[config.mk]
export PLATFORM = sky130hd
export DESIGN_NAME = imu_frame_parser_calibrator_unit
export DESIGN_NICKNAME = d
export VERILOG_FILES = /design/src/fpc_pkg.sv /design/src/imu_frame_parser_calibrator_unit.sv /design/src/fpc_parser.sv /design/src/fpc_queue.sv /design/src/fpc_calc.sv
export SDC_FILE = /design/constraint.sdc
export NUM_CORES = 2
export LEC_CHECK = 0
export BUFFER_PORTS_ARGS = -buffer_cell sky130_fd_sc_hd__clkbuf_2
export CORE_MARGIN = 2
export CORE_UTILIZATION = 45
export DETAILED_ROUTE_END_ITERATION = 10
export HOLD_SLACK_MARGIN = 0.08
export SLEW_MARGIN = 20
export SYNTH_ARGS = -nofsm -noshare
export SYNTH_HDL_FRONTEND = slang
export SYNTH_SLANG_ARGS = --single-unit
export TNS_END_PERCENT = 5
[constraint.sdc]
create_clock -name i_clk -period 8.5 [get_ports i_clk]
set_input_delay 0.85 -clock i_clk [delete_from_list [all_inputs] [get_ports i_clk]]
set_output_delay 0.85 -clock i_clk [all_outputs]
set_load 0.05 [all_outputs]
[src/fpc_pkg.sv]
// package for the frame parser and calibrator: constants, types and register indexes
`timescale 1ns / 1ps
`default_nettype none

package fpc_pkg;

    // frame layout
    localparam int unsigned FRAME_BYTES = 34;
    localparam int unsigned CNT_W       = $clog2(FRAME_BYTES + 1);
    localparam int unsigned NUM_WORDS   = (FRAME_BYTES - 2) / 2;
    localparam int unsigned WORD_IDX_W  = $clog2(NUM_WORDS);
    localparam logic [7:0]  START_BYTE  = 8'h41;
    localparam logic [7:0]  END_BYTE    = 8'h5A;

    // word positions inside a frame
    localparam int unsigned W_RATE1  = 0;
    localparam int unsigned W_TEMP1  = 2;
    localparam int unsigned W_ACC1_0 = 3;
    localparam int unsigned W_ACC1_1 = 4;
    localparam int unsigned W_RATE0  = 5;
    localparam int unsigned W_TEMP0  = 7;
    localparam int unsigned W_ACC0_0 = 8;
    localparam int unsigned W_ACC0_1 = 9;
    localparam int unsigned W_RATE2  = 10;
    localparam int unsigned W_TEMP2  = 12;
    localparam int unsigned W_ACC2_0 = 13;
    localparam int unsigned W_ACC2_1 = 14;
    localparam int unsigned W_BATT   = 15;

    // widths
    localparam int unsigned ADC_W   = 10;
    localparam int unsigned SCALE_W = 16;
    localparam int unsigned ACC_W   = 12;
    localparam int unsigned RATE_W  = 27;
    localparam int unsigned CFG_IDX_W  = 3;
    localparam int unsigned CFG_DATA_W = 16;

    // queue between parser and calculation
    localparam int unsigned QUEUE_DEPTH_DEF = 2;

    // configuration register indexes
    typedef enum logic [CFG_IDX_W-1:0] {
        REG_RATE_NULL0  = 3'd0,
        REG_RATE_NULL1  = 3'd1,
        REG_RATE_NULL2  = 3'd2,
        REG_ACCEL_NULL0 = 3'd3,
        REG_ACCEL_NULL1 = 3'd4,
        REG_ACCEL_NULL2 = 3'd5,
        REG_RATE_SCALE  = 3'd6
    } t_reg_idx;

    // reset values of the configuration
    localparam logic [ADC_W-1:0]   RATE_NULL0_RST  = 10'd480;
    localparam logic [ADC_W-1:0]   RATE_NULL1_RST  = 10'd512;
    localparam logic [ADC_W-1:0]   RATE_NULL2_RST  = 10'd480;
    localparam logic [ADC_W-1:0]   ACCEL_NULL0_RST = 10'd510;
    localparam logic [ADC_W-1:0]   ACCEL_NULL1_RST = 10'd510;
    localparam logic [ADC_W-1:0]   ACCEL_NULL2_RST = 10'd504;
    localparam logic [SCALE_W-1:0] RATE_SCALE_RST  = 16'd447;

    // calibration settings
    typedef struct packed {
        logic [ADC_W-1:0]   rate_null0;
        logic [ADC_W-1:0]   rate_null1;
        logic [ADC_W-1:0]   rate_null2;
        logic [ADC_W-1:0]   accel_null0;
        logic [ADC_W-1:0]   accel_null1;
        logic [ADC_W-1:0]   accel_null2;
        logic [SCALE_W-1:0] rate_scale;
    } t_cfg;

    // raw adc values of one good frame
    typedef struct packed {
        logic [ADC_W-1:0] rate0;
        logic [ADC_W-1:0] rate1;
        logic [ADC_W-1:0] rate2;
        logic [ADC_W-1:0] temp0;
        logic [ADC_W-1:0] temp1;
        logic [ADC_W-1:0] temp2;
        logic [ADC_W-1:0] acc0_0;
        logic [ADC_W-1:0] acc0_1;
        logic [ADC_W-1:0] acc1_0;
        logic [ADC_W-1:0] acc1_1;
        logic [ADC_W-1:0] acc2_0;
        logic [ADC_W-1:0] acc2_1;
        logic [ADC_W-1:0] batt;
    } t_raw_frame;

    // handshake between two stages
    typedef struct packed {
        logic       valid;
        t_raw_frame data;
    } t_frame_push;

endpackage

`default_nettype wire

[src/imu_frame_parser_calibrator_unit.sv]
// top level: sensor frame parser with calibration and configuration registers
//
// Bytes arrive on the rx channel (valid/ready), one per transfer. Outside a
// frame every byte other than the start byte is dropped; the start byte opens
// a 34 byte frame that is collected without resync. A frame whose last byte
// is the end marker yields one result transfer on the res channel, any other
// trailer drops the frame without a result.
// Throughput: one byte per cycle, sustained. The rx channel stalls only when
// the trailer byte arrives while the frame queue is full.
// The frame enters the queue at the trailer edge; the calibration stage works
// on the queue head and loads the result into the output register, which
// raises res valid, as soon as that register is free or being drained.
// When the receiver stalls, results wait in the output register and the
// queue (depth QUEUE_DEPTH) while bytes of the next frames keep flowing in.
// Configuration is a plain write port (enable, index, data) with no wait,
// to be used only while no frame is in flight. Reset is synchronous, active
// low: the parser goes idle, the queue and output empty, calibration
// registers return to their defaults.
`timescale 1ns / 1ps
`default_nettype none

module imu_frame_parser_calibrator_unit
    import fpc_pkg::*;
#(
    parameter int unsigned QUEUE_DEPTH = QUEUE_DEPTH_DEF
) (
    input  wire logic                   i_clk,
    input  wire logic                   i_rst_n,
    input  wire logic                   i_rx_valid,
    output logic                        o_rx_ready,
    input  wire logic [7:0]             i_rx_byte,
    input  wire logic                   i_cfg_we,
    input  wire logic [CFG_IDX_W-1:0]   i_cfg_idx,
    input  wire logic [CFG_DATA_W-1:0]  i_cfg_data,
    output logic                        o_res_valid,
    input  wire logic                   i_res_ready,
    output logic signed [ACC_W-1:0]     o_accel_x_sum,
    output logic signed [ACC_W-1:0]     o_accel_y_sum,
    output logic signed [ACC_W-1:0]     o_accel_z_sum,
    output logic signed [RATE_W-1:0]    o_rate_board0,
    output logic signed [RATE_W-1:0]    o_rate_board1,
    output logic signed [RATE_W-1:0]    o_rate_board2,
    output logic [ADC_W-1:0]            o_temp_board0,
    output logic [ADC_W-1:0]            o_temp_board1,
    output logic [ADC_W-1:0]            o_temp_board2,
    output logic [ADC_W-1:0]            o_battery_level
);

    t_cfg        r_cfg, n_cfg;
    t_frame_push w_push;
    t_frame_push w_head;
    logic        w_full;
    logic        w_pop;

    // configuration registers
    always_comb begin
        n_cfg = r_cfg;
        if (i_cfg_we) begin
            case (t_reg_idx'(i_cfg_idx))
                REG_RATE_NULL0:  n_cfg.rate_null0  = i_cfg_data[ADC_W-1:0];
                REG_RATE_NULL1:  n_cfg.rate_null1  = i_cfg_data[ADC_W-1:0];
                REG_RATE_NULL2:  n_cfg.rate_null2  = i_cfg_data[ADC_W-1:0];
                REG_ACCEL_NULL0: n_cfg.accel_null0 = i_cfg_data[ADC_W-1:0];
                REG_ACCEL_NULL1: n_cfg.accel_null1 = i_cfg_data[ADC_W-1:0];
                REG_ACCEL_NULL2: n_cfg.accel_null2 = i_cfg_data[ADC_W-1:0];
                REG_RATE_SCALE:  n_cfg.rate_scale  = i_cfg_data[SCALE_W-1:0];
                default: begin
                end
            endcase
        end
    end

    always_ff @(posedge i_clk) begin
        if (!i_rst_n) begin
            r_cfg.rate_null0  <= RATE_NULL0_RST;
            r_cfg.rate_null1  <= RATE_NULL1_RST;
            r_cfg.rate_null2  <= RATE_NULL2_RST;
            r_cfg.accel_null0 <= ACCEL_NULL0_RST;
            r_cfg.accel_null1 <= ACCEL_NULL1_RST;
            r_cfg.accel_null2 <= ACCEL_NULL2_RST;
            r_cfg.rate_scale  <= RATE_SCALE_RST;
        end else begin
            r_cfg <= n_cfg;
        end
    end

    // front part
    fpc_parser u_parser (
        .i_clk        (i_clk),
        .i_rst_n      (i_rst_n),
        .i_rx_valid   (i_rx_valid),
        .o_rx_ready   (o_rx_ready),
        .i_rx_byte    (i_rx_byte),
        .i_queue_full (w_full),
        .o_push       (w_push)
    );

    // frame queue
    fpc_queue #(
        .DEPTH (QUEUE_DEPTH)
    ) u_queue (
        .i_clk   (i_clk),
        .i_rst_n (i_rst_n),
        .i_push  (w_push),
        .o_full  (w_full),
        .o_head  (w_head),
        .i_pop   (w_pop)
    );

    // back part
    fpc_calc u_calc (
        .i_clk           (i_clk),
        .i_rst_n         (i_rst_n),
        .i_cfg           (r_cfg),
        .i_head          (w_head),
        .o_pop           (w_pop),
        .o_res_valid     (o_res_valid),
        .i_res_ready     (i_res_ready),
        .o_accel_x_sum   (o_accel_x_sum),
        .o_accel_y_sum   (o_accel_y_sum),
        .o_accel_z_sum   (o_accel_z_sum),
        .o_rate_board0   (o_rate_board0),
        .o_rate_board1   (o_rate_board1),
        .o_rate_board2   (o_rate_board2),
        .o_temp_board0   (o_temp_board0),
        .o_temp_board1   (o_temp_board1),
        .o_temp_board2   (o_temp_board2),
        .o_battery_level (o_battery_level)
    );

endmodule

`default_nettype wire

[src/fpc_parser.sv]
// front part: frame sync, byte collection and trailer check
`timescale 1ns / 1ps
`default_nettype none

module fpc_parser
    import fpc_pkg::*;
(
    input  wire logic        i_clk,
    input  wire logic        i_rst_n,
    input  wire logic        i_rx_valid,
    output logic             o_rx_ready,
    input  wire logic [7:0]  i_rx_byte,
    input  wire logic        i_queue_full,
    output t_frame_push      o_push
);

    logic             r_in_frame, n_in_frame;
    logic [CNT_W-1:0] r_count,    n_count;
    logic [ADC_W-1:0] r_word [NUM_WORDS];

    logic                  w_accept;
    logic                  w_last;
    logic [CNT_W-1:0]      w_half;
    logic [WORD_IDX_W-1:0] w_hi_idx;
    logic [WORD_IDX_W-1:0] w_lo_idx;

    // the trailer byte needs room in the queue, all other bytes go straight in
    assign w_last     = r_in_frame && (r_count == CNT_W'(FRAME_BYTES - 1));
    assign o_rx_ready = !(w_last && i_queue_full);
    assign w_accept   = i_rx_valid && o_rx_ready;

    // byte position to word index: odd bytes carry the high part, even the low
    assign w_half   = r_count >> 1;
    assign w_hi_idx = w_half[WORD_IDX_W-1:0];
    assign w_lo_idx = WORD_IDX_W'(w_half - CNT_W'(1));

    // sync and byte counter
    always_comb begin
        n_in_frame = r_in_frame;
        n_count    = r_count;
        if (w_accept) begin
            if (!r_in_frame) begin
                if (i_rx_byte == START_BYTE) begin
                    n_in_frame = 1'b1;
                    n_count    = CNT_W'(1);
                end
            end else if (w_last) begin
                n_in_frame = 1'b0;
                n_count    = '0;
            end else begin
                n_count = r_count + CNT_W'(1);
            end
        end
    end

    always_ff @(posedge i_clk) begin
        if (!i_rst_n) begin
            r_in_frame <= 1'b0;
            r_count    <= '0;
        end else begin
            r_in_frame <= n_in_frame;
            r_count    <= n_count;
        end
    end

    // word collection, only the low ten bits of each word are kept
    always_ff @(posedge i_clk) begin
        if (w_accept && r_in_frame && !w_last) begin
            if (r_count[0]) begin
                r_word[w_hi_idx][ADC_W-1:8] <= i_rx_byte[ADC_W-9:0];
            end else begin
                r_word[w_lo_idx][7:0] <= i_rx_byte;
            end
        end
    end

    // hand a good frame to the queue when the trailer matches
    always_comb begin
        o_push.valid       = w_accept && w_last && (i_rx_byte == END_BYTE);
        o_push.data.rate0  = r_word[W_RATE0];
        o_push.data.rate1  = r_word[W_RATE1];
        o_push.data.rate2  = r_word[W_RATE2];
        o_push.data.temp0  = r_word[W_TEMP0];
        o_push.data.temp1  = r_word[W_TEMP1];
        o_push.data.temp2  = r_word[W_TEMP2];
        o_push.data.acc0_0 = r_word[W_ACC0_0];
        o_push.data.acc0_1 = r_word[W_ACC0_1];
        o_push.data.acc1_0 = r_word[W_ACC1_0];
        o_push.data.acc1_1 = r_word[W_ACC1_1];
        o_push.data.acc2_0 = r_word[W_ACC2_0];
        o_push.data.acc2_1 = r_word[W_ACC2_1];
        o_push.data.batt   = r_word[W_BATT];
    end

endmodule

`default_nettype wire

[src/fpc_queue.sv]
// short frame queue between parser and calculation
`timescale 1ns / 1ps
`default_nettype none

module fpc_queue
    import fpc_pkg::*;
#(
    parameter int unsigned DEPTH = QUEUE_DEPTH_DEF
) (
    input  wire logic        i_clk,
    input  wire logic        i_rst_n,
    input  wire t_frame_push i_push,
    output logic             o_full,
    output t_frame_push      o_head,
    input  wire logic        i_pop
);

    localparam int unsigned PTR_W = (DEPTH > 1) ? $clog2(DEPTH) : 1;
    localparam int unsigned CNT_Q = $clog2(DEPTH + 1);

    t_raw_frame       r_mem [DEPTH];
    logic [PTR_W-1:0] r_wr_ptr, n_wr_ptr;
    logic [PTR_W-1:0] r_rd_ptr, n_rd_ptr;
    logic [CNT_Q-1:0] r_fill,   n_fill;

    logic w_wr;
    logic w_rd;

    assign o_full      = (r_fill == CNT_Q'(DEPTH));
    assign o_head.valid = (r_fill != '0);
    assign o_head.data  = r_mem[r_rd_ptr];
    assign w_wr = i_push.valid && !o_full;
    assign w_rd = i_pop && o_head.valid;

    // pointer and fill count update
    always_comb begin
        n_wr_ptr = r_wr_ptr;
        n_rd_ptr = r_rd_ptr;
        n_fill   = r_fill;
        if (w_wr) begin
            n_wr_ptr = (r_wr_ptr == PTR_W'(DEPTH - 1)) ? '0 : r_wr_ptr + PTR_W'(1);
        end
        if (w_rd) begin
            n_rd_ptr = (r_rd_ptr == PTR_W'(DEPTH - 1)) ? '0 : r_rd_ptr + PTR_W'(1);
        end
        if (w_wr && !w_rd) begin
            n_fill = r_fill + CNT_Q'(1);
        end else if (w_rd && !w_wr) begin
            n_fill = r_fill - CNT_Q'(1);
        end
    end

    always_ff @(posedge i_clk) begin
        if (!i_rst_n) begin
            r_wr_ptr <= '0;
            r_rd_ptr <= '0;
            r_fill   <= '0;
        end else begin
            r_wr_ptr <= n_wr_ptr;
            r_rd_ptr <= n_rd_ptr;
            r_fill   <= n_fill;
        end
    end

    // entry storage
    always_ff @(posedge i_clk) begin
        if (w_wr) begin
            r_mem[r_wr_ptr] <= i_push.data;
        end
    end

endmodule

`default_nettype wire

[src/fpc_calc.sv]
// back part: null removal, axis sums, rate scaling and the output register
`timescale 1ns / 1ps
`default_nettype none

module fpc_calc
    import fpc_pkg::*;
(
    input  wire logic               i_clk,
    input  wire logic               i_rst_n,
    input  wire t_cfg               i_cfg,
    input  wire t_frame_push        i_head,
    output logic                    o_pop,
    output logic                    o_res_valid,
    input  wire logic               i_res_ready,
    output logic signed [ACC_W-1:0]  o_accel_x_sum,
    output logic signed [ACC_W-1:0]  o_accel_y_sum,
    output logic signed [ACC_W-1:0]  o_accel_z_sum,
    output logic signed [RATE_W-1:0] o_rate_board0,
    output logic signed [RATE_W-1:0] o_rate_board1,
    output logic signed [RATE_W-1:0] o_rate_board2,
    output logic [ADC_W-1:0]         o_temp_board0,
    output logic [ADC_W-1:0]         o_temp_board1,
    output logic [ADC_W-1:0]         o_temp_board2,
    output logic [ADC_W-1:0]         o_battery_level
);

    localparam int unsigned DIFF_W = ADC_W + 1;
    localparam int unsigned PROD_W = DIFF_W + SCALE_W + 1;

    // signed difference of two unsigned adc values
    function automatic logic signed [DIFF_W-1:0] null_diff(
        input logic [ADC_W-1:0] raw,
        input logic [ADC_W-1:0] nul
    );
        null_diff = $signed({1'b0, raw}) - $signed({1'b0, nul});
    endfunction

    logic r_valid, n_valid;

    logic signed [DIFF_W-1:0] w_a0_0, w_a0_1, w_a1_0, w_a1_1, w_a2_0, w_a2_1;
    logic signed [DIFF_W-1:0] w_r0, w_r1, w_r2;
    logic signed [SCALE_W:0]  w_scale;
    logic signed [PROD_W-1:0] w_p0, w_p1, w_p2;

    // take the queue head whenever the output register is free or being drained
    assign o_pop       = i_head.valid && (!r_valid || i_res_ready);
    assign o_res_valid = r_valid;

    always_comb begin
        n_valid = r_valid;
        if (o_pop) begin
            n_valid = 1'b1;
        end else if (i_res_ready) begin
            n_valid = 1'b0;
        end
    end

    always_ff @(posedge i_clk) begin
        if (!i_rst_n) begin
            r_valid <= 1'b0;
        end else begin
            r_valid <= n_valid;
        end
    end

    // null removal
    assign w_a0_0 = null_diff(i_head.data.acc0_0, i_cfg.accel_null0);
    assign w_a0_1 = null_diff(i_head.data.acc0_1, i_cfg.accel_null0);
    assign w_a1_0 = null_diff(i_head.data.acc1_0, i_cfg.accel_null1);
    assign w_a1_1 = null_diff(i_head.data.acc1_1, i_cfg.accel_null1);
    assign w_a2_0 = null_diff(i_head.data.acc2_0, i_cfg.accel_null2);
    assign w_a2_1 = null_diff(i_head.data.acc2_1, i_cfg.accel_null2);
    assign w_r0   = null_diff(i_head.data.rate0, i_cfg.rate_null0);
    assign w_r1   = null_diff(i_head.data.rate1, i_cfg.rate_null1);
    assign w_r2   = null_diff(i_head.data.rate2, i_cfg.rate_null2);

    // rate scaling, one small multiplier per board
    assign w_scale = $signed({1'b0, i_cfg.rate_scale});
    assign w_p0 = PROD_W'(w_r0) * PROD_W'(w_scale);
    assign w_p1 = PROD_W'(w_r1) * PROD_W'(w_scale);
    assign w_p2 = PROD_W'(w_r2) * PROD_W'(w_scale);

    // output register
    always_ff @(posedge i_clk) begin
        if (o_pop) begin
            o_accel_x_sum   <= ACC_W'(w_a0_0) + ACC_W'(w_a2_1);
            o_accel_y_sum   <= ACC_W'(w_a2_0) - ACC_W'(w_a1_0);
            o_accel_z_sum   <= ACC_W'(w_a0_1) + ACC_W'(w_a1_1);
            o_rate_board0   <= w_p0[RATE_W-1:0];
            o_rate_board1   <= w_p1[RATE_W-1:0];
            o_rate_board2   <= w_p2[RATE_W-1:0];
            o_temp_board0   <= i_head.data.temp0;
            o_temp_board1   <= i_head.data.temp1;
            o_temp_board2   <= i_head.data.temp2;
            o_battery_level <= i_head.data.batt;
        end
    end

endmodule

`default_nettype wire
# ---- Word-level counts from Yosys, hierarchy flattened
# Memory sizes are Yosys's and may differ from the RTL's. A register that Yosys moved wholly into a read port is not among the register bits.
# Cells that the tools add are included.
dict set report word_totals {
  n_memories 2
  ram_bits 420
  in_bits 32
  ff_bits 245
  word_cells 114
  out_inout_bits 159
}
# memory words width read_ports rd_clocked_by_memory_dff wr line
set memory_table {}
lappend memory_table {u_queue.r_mem 2 130 1 1 1 fpc_queue.sv:21} ;# t_raw_frame r_mem [DEPTH];
lappend memory_table {u_parser.r_word 16 10 13 0 1 fpc_parser.sv:19} ;# logic [ADC_W-1:0] r_word [NUM_WORDS];
dict set report classes {
  muxes 25
  n_reduce_logical 33
  n_mul 3
  eq_ne 10
  addsub 18
}
# op count
set ops {}
lappend ops {{$sub A10 B10 Y11} 9}
lappend ops {{$mul A11 B17 Y27} 3}
lappend ops {{$add A11 B11 Y12} 2}
lappend ops {{$mux W6} 3}
lappend ops {{$mux W1} 17}
lappend ops {{$eq A8 B7 Y1 const B} 2}
lappend ops {{$reduce_and A2 Y1} 8}
lappend ops {{$logic_and A1 B1 Y1} 12}
lappend ops {{$sub A11 B11 Y12} 1}
lappend ops {{$mux W10} 1}
lappend ops {{$reduce_or A10 Y1} 1}
lappend ops {{$eq A3 B3 Y1 const B} 3}
lappend ops {{$reduce_bool A2 Y1} 4}
lappend ops {{$add A6 B1 Y6 const B} 1}
lappend ops {{$eq A3 B2 Y1 const B} 2}
lappend ops {{$eq A6 B6 Y1 const B} 1}
lappend ops {{$logic_not A1 Y1} 6}
lappend ops {{$mux W2} 3}
lappend ops {{$mux W4} 1}
lappend ops {{$sub A4 B1 Y4 const B} 1}
lappend ops {{$eq A3 B1 Y1 const B} 1}
lappend ops {{$logic_not A3 Y1} 1}
lappend ops {{$add A1 B1 Y1 const B} 2}
lappend ops {{$add A2 B1 Y2 const B} 1}
lappend ops {{other kinds (3)} 3}

# ---- Longest topological paths before layout
dict set report logic_depth {
  ltp_word 12
  mapped_depth 36
  ltp_nobuf 32
}

# ---- Modules after synthesis
# A second synthesis with hierarchy kept.
dict set report unflattened {
  hier_cells 3874
  hier_area_um2 44452.6
}
# mod area_per_inst_um2 cells_per_inst n_inst seq_area_each_um2
set by_module_without_submodules {}
lappend by_module_without_submodules {fpc_calc 26904.6 2891 1 4734.5}
lappend by_module_without_submodules {fpc_queue 9643.0 429 1 7907.6}
lappend by_module_without_submodules {fpc_parser 4943.5 271 1 4043.9}
lappend by_module_without_submodules {imu_frame_parser_calibrator_unit 2961.6 283 1 1521.5}

# ---- Least setup slack after synthesis
# OpenSTA, ideal clock, no wires.
dict set report synth_timing {
  path_kind {input-to-reg}
  startpoint {input port i_res_ready}
  endpoint {register u_queue.r_fill[1]}
  cell_stages 6
  required_ps 8424
  n_path_buf 0
  setup_time_ps 76
  t_arrival_ps 8795
  setup_slack_ps -371
  cell_sequence {nor2b_1 > nor2_1 > inv_1 > ha_1 > or3_1 > a21boi_0}
}
dict set report synth_via {
  elab_chain_cells 6
  word_cells_on_any_way 8
  classes_between {mux: 1; reduce/logical: 7}
}
# item line
set synth_lines {}
lappend synth_lines {{start, declared} imu_frame_parser_calibrator_unit.sv:36} ;# input wire logic i_res_ready,
lappend synth_lines {{$logic_or A1 B1 Y1 (*)} fpc_calc.sv:46} ;# assign o_pop = i_head.valid && (!r_valid || i_res_ready);
lappend synth_lines {{$logic_and A1 B1 Y1 (*)} fpc_calc.sv:46}
lappend synth_lines {{$logic_and A1 B1 Y1 (*)} fpc_queue.sv:33} ;# assign w_rd = i_pop && o_head.valid;
lappend synth_lines {{$logic_not A1 Y1} fpc_queue.sv:46} ;# if (w_wr && !w_rd) begin
lappend synth_lines {{$logic_and A1 B1 Y1} fpc_queue.sv:46}
lappend synth_lines {{$mux W2 or $reduce_bool A2 Y1 (tied branches)} n/a}
lappend synth_lines {{end signal, assigned} fpc_queue.sv:61} ;# r_fill <= n_fill;
lappend synth_lines {{end, declared} fpc_queue.sv:24} ;# logic [CNT_Q-1:0] r_fill, n_fill;
# Mark *: on every way between the ends. The rest lies on a longest branch, timed or not.
# A chain may end at the register's enable or synchronous reset.

==> results summary <==
The flow ran to the end, and the final reports show no timing, DRC or antenna violations. The share of the synthesized netlist area taken by xor and xnor gates is 0.0242. The first global-routing pass estimated 158 mm of wire.

The type of the worst min-delay path is reg -> reg. The endpoint identified for the worst register-to-register timing path is u_calc.o_rate_board0[26]. For this run, the post-layout net count is 4956. The count of buffers from port buffering is 190. The portion of synthesized area spent on multiplexers is 0.0340. The relative slew slack is 0.209. The simple logic cell fraction of the synthesized area came out at 0.121. The most frequent standard cell in the layout excluding fill and tap cells is sky130_fd_sc_hd__inv_1. During synthesis, Yosys emitted a total of 0 warnings. The tree is rooted in a sky130_fd_sc_hd__clkbuf_16. The register-to-register path setup slack is 0.46 ns. Setup violations remaining at the end of the flow were counted as 0.

The overflow left after global routing is 0. The data required time at the worst endpoint is 9.01 ns. The fmax came out at 124 MHz.

The setup path with the least slack is of type reg -> reg. For this design the top-level I/O count stands at 191. In this run the cell area measured after placement is 0.0468 mm^2.

The fraction of the mapped netlist area in compound gates came out at 0.0648. The TritonCTS clock tree is yes. Measured in cells, the most critical reg-to-reg path has a length of 29. For this block, the routed nets add up to 99.1 mm of wire. The maximum number of pins on one net before global-route repair came out at 121.

The number of violations reported at the end of detailed-routing iteration 0 came out at 1470. The total number of vias is 28168. In the synthesized netlist, the number of instances is 3965. The clock reaches the later pin of the worst-skew pair after 0.66 ns. Yosys attributes the largest share of cell area to sky130_fd_sc_hd__edfxtp_1, sky130_fd_sc_hd__fa_1, sky130_fd_sc_hd__ha_1, sky130_fd_sc_hd__inv_1, sky130_fd_sc_hd__dfxtp_1. In the final layout, the share of cells above drive strength 1 is 0.125. Across the run, the number of max-cap violations was 0.

The final hold violation count came out at 0. The final HPWL from detailed placement came out at 71.7 mm. The post-layout instance count excluding filler cells came out at 5510. The final critical delay including setup and external delays came out at 8.04 ns. The worst setup path is captured at a flop. The count of flip-flops with a built-in enable after synthesis came out at 547. The cell area after technology mapping came out at 0.0442 mm^2.

The count of TritonRoute iterations in the first routing pass came out at 5. The total routing usage reported by global routing came out at 0.204. Clock-pin slew was measured on the worst setup and hold paths at 0.06 ns. Setup repair after global routing could not meet its margin everywhere.

By area, the combinational part of the netlist is dominated by adder cells. Counting stages on the worst path, the most repeated cell is sky130_fd_sc_hd__fa_1. The clock drives 636 sinks. The placed instance count came out at 5376.

The die extent in y is 317 um. The clock skew came out at 0.0402 ns. The distinct cell type count after synthesis came out at 67. In this run, CTS created clock tree buffers numbering 73. Adding up every negative setup slack in the final design gives 0 ns. The core outline area is 0.0970 mm^2. Of the available clock period, the critical path in the final layout requires 0.946. The worst hold path terminates at u_queue.r_mem[1][70]. Once layout is done, the placed cells without fillers occupy 0.0493 mm^2. The worst path setup slack after routing is 0.460 ns.

The die covers 0.101 mm^2. The slew at the pin with the worst max-slew slack came out at 1.18 ns. For this run, design rule violations remaining after detail routing come to 0. The delay of the slowest cell on the worst path is 0.52 ns.

The final weighted congestion of routability-driven global placement is 0.835. The footprint of the multi-input gates came out at 0.0232 mm^2. The fraction of registers with async set or reset after synthesis is 0. The remaining number of nets flagged by the antenna check after routing is 0. The launch point of the worst hold path is u_parser.r_word[12][0]. The top fanout value on the critical path is 16. The H-tree depth came out at 3. The kind of launch point of the worst setup path is a flop. In the routed layout, each cell is associated on average with a via count of 5.11. The net count after synthesis is 4746. In the layout the commonest cells are sky130_fd_sc_hd__inv_1, sky130_fd_sc_hd__edfxtp_1, sky130_fd_sc_hd__nand2_1, sky130_fd_sc_hd__fa_1, sky130_fd_sc_hd__ha_1. The number of hold buffers added after CTS is 0. The worst hold path passes through 0 cells.

Among all flip-flop cells after synthesis, the most frequent one is sky130_fd_sc_hd__edfxtp_1. The biggest area contributor in the post-synthesis netlist is sky130_fd_sc_hd__edfxtp_1. The number of antenna violations at the first check in global routing was 1.

The number of buffers on the longest clock path came out at 3. The area growth from synthesis to layout is 11.6%. The slowest stage of the critical path is the sky130_fd_sc_hd__fa_1 cell. The starting density of the core is 0.456. The via count of the first global-routing pass is 29027. Before CTS, the worst setup slack after placement is 0.248 ns. The layout has 8778 filler cells. The area of all sequential standard cells came out at 0.0182 mm^2. Of the total synthesized cell area, the portion taken by full adders, half adders and majority gates is 0.278. Each instance of the synthesized netlist takes up on average 11.1 um^2.

The number of max-slew violations in the final report came out at 0. The share of synthesized area in the top cell type comes to 0.372. The worst endpoint data arrival time came out at 8.55 ns. The count of standard-cell rows came out at 114. The proportion of synthesized chip area in sequential cells came out at 0.412. Dividing the detail-routed wire length by the instance count gives 18.0 um. The die span in x is 317 um.

The post-synthesis sequential element count came out at 636.
[cells in the mapped netlist, types with 7 or more instances]
cell type / count
sky130_fd_sc_hd__or3_1: 16
sky130_fd_sc_hd__inv_1: 653
sky130_fd_sc_hd__nand3_1: 38
sky130_fd_sc_hd__nand4_1: 8
sky130_fd_sc_hd__nand2_1: 463
sky130_fd_sc_hd__clkbuf_1: 112
sky130_fd_sc_hd__dfxtp_1: 89
sky130_fd_sc_hd__a211oi_1: 8
sky130_fd_sc_hd__and3_1: 11
sky130_fd_sc_hd__or2_2: 17
sky130_fd_sc_hd__nor2_1: 197
sky130_fd_sc_hd__xnor2_1: 86
sky130_fd_sc_hd__buf_1: 7
sky130_fd_sc_hd__o21ai_0: 96
sky130_fd_sc_hd__nand2b_1: 31
sky130_fd_sc_hd__fa_1: 390
sky130_fd_sc_hd__nor3_1: 32
sky130_fd_sc_hd__nor4_1: 8
sky130_fd_sc_hd__o21a_1: 20
sky130_fd_sc_hd__edfxtp_1: 547
sky130_fd_sc_hd__ha_1: 359
sky130_fd_sc_hd__a21boi_0: 78
sky130_fd_sc_hd__xor2_1: 36
sky130_fd_sc_hd__a21o_1: 31
sky130_fd_sc_hd__a21oi_1: 80
sky130_fd_sc_hd__and2_1: 205
sky130_fd_sc_hd__mux2_2: 122
sky130_fd_sc_hd__o211ai_1: 37
sky130_fd_sc_hd__mux2i_1: 13
sky130_fd_sc_hd__o21bai_1: 8
sky130_fd_sc_hd__nor2b_1: 84
[through the flow]
stage | util | hold slack (ns)
after floorplan | - | 0.421
after global placement | 0.483 | 0.421
after detailed placement | 0.483 | 0.429
after CTS | 0.508 | 0.441
after global routing | 0.508 | 0.447
final | 0.508 | 0.441
[metal layers]
| metal | track usage | part of all wire | wire, um |
|---|---|---|---|
| met5 | 0 | 0 | 0 |
| met4 | 0.0634 | 0.030 | 2980 |
| met3 | 0.0276 | 0.037 | 3700 |
| met2 | 0.353 | 0.50 | 49300 |
| met1 | 0.266 | 0.43 | 43100 |
[state kept, by name, summed over array words and instances (netlist names), 12 cells and up, named ones only]
register and cells:
u_calc.o_rate_board1 27, u_calc.o_accel_x_sum 12, u_calc.o_accel_z_sum 12, r_cfg 76
u_parser.r_word 130, u_calc.o_rate_board0 27, u_queue.r_mem 260, u_calc.o_accel_y_sum 12
u_calc.o_rate_board2 27
[worst max-delay path, delay by kind of cell (launching register included)]
family,cells,cell delay (ns)
adders and majority gates,8,3.28
and+or+nand+nor,5,0.88
AOI/OAI and AO/OA,12,2.87
muxes,1,0.22
DFF,1,0.50
buffers and inverters,3,0.15
[repair_timing]
item,in CTS,in global routing
setup endpoints to repair,0,13
buffers inserted,0,0
gates resized for setup,0,8
[how the worst max path moves through the flow]
stage	startpoint	end	slack, ns	cells past startpoint
after floorplan	flop	u_calc.o_rate_board1[25]	0.21	33
after global placement	flop	u_calc.o_rate_board2[26]	0.39	26
after detailed placement	flop	u_calc.o_rate_board2[25]	0.25	28
after CTS	flop	u_calc.o_rate_board2[25]	0.27	28
after global routing	flop	u_calc.o_rate_board2[25]	-0.006	29
final	flop	u_calc.o_rate_board0[26]	0.46	29
[layout make-up]
cell class | instances | area share
Multi-Input combinational cell | 2555 | 0.470
Clock buffer | 95 | 0.0396
Sequential cell | 636 | 0.370
Antenna cell | 1 | 0.0000508
Timing Repair Buffer | 256 | 0.0297
Clock inverter | 38 | 0.00904
Inverter | 653 | 0.0497
Tap cell | 1276 | 0.0324
[logic make-up after synthesis]
logic type      Yosys count
compound gates          424
xor+xnor                122
fa+ha+maj               749
buf+inv                 774
flops                   636
mux                     135
simple gates           1125
Power is left out: the tool's default activity adds up to more than one toggle a clock period on the data nets, which glitch-free logic cannot reach.
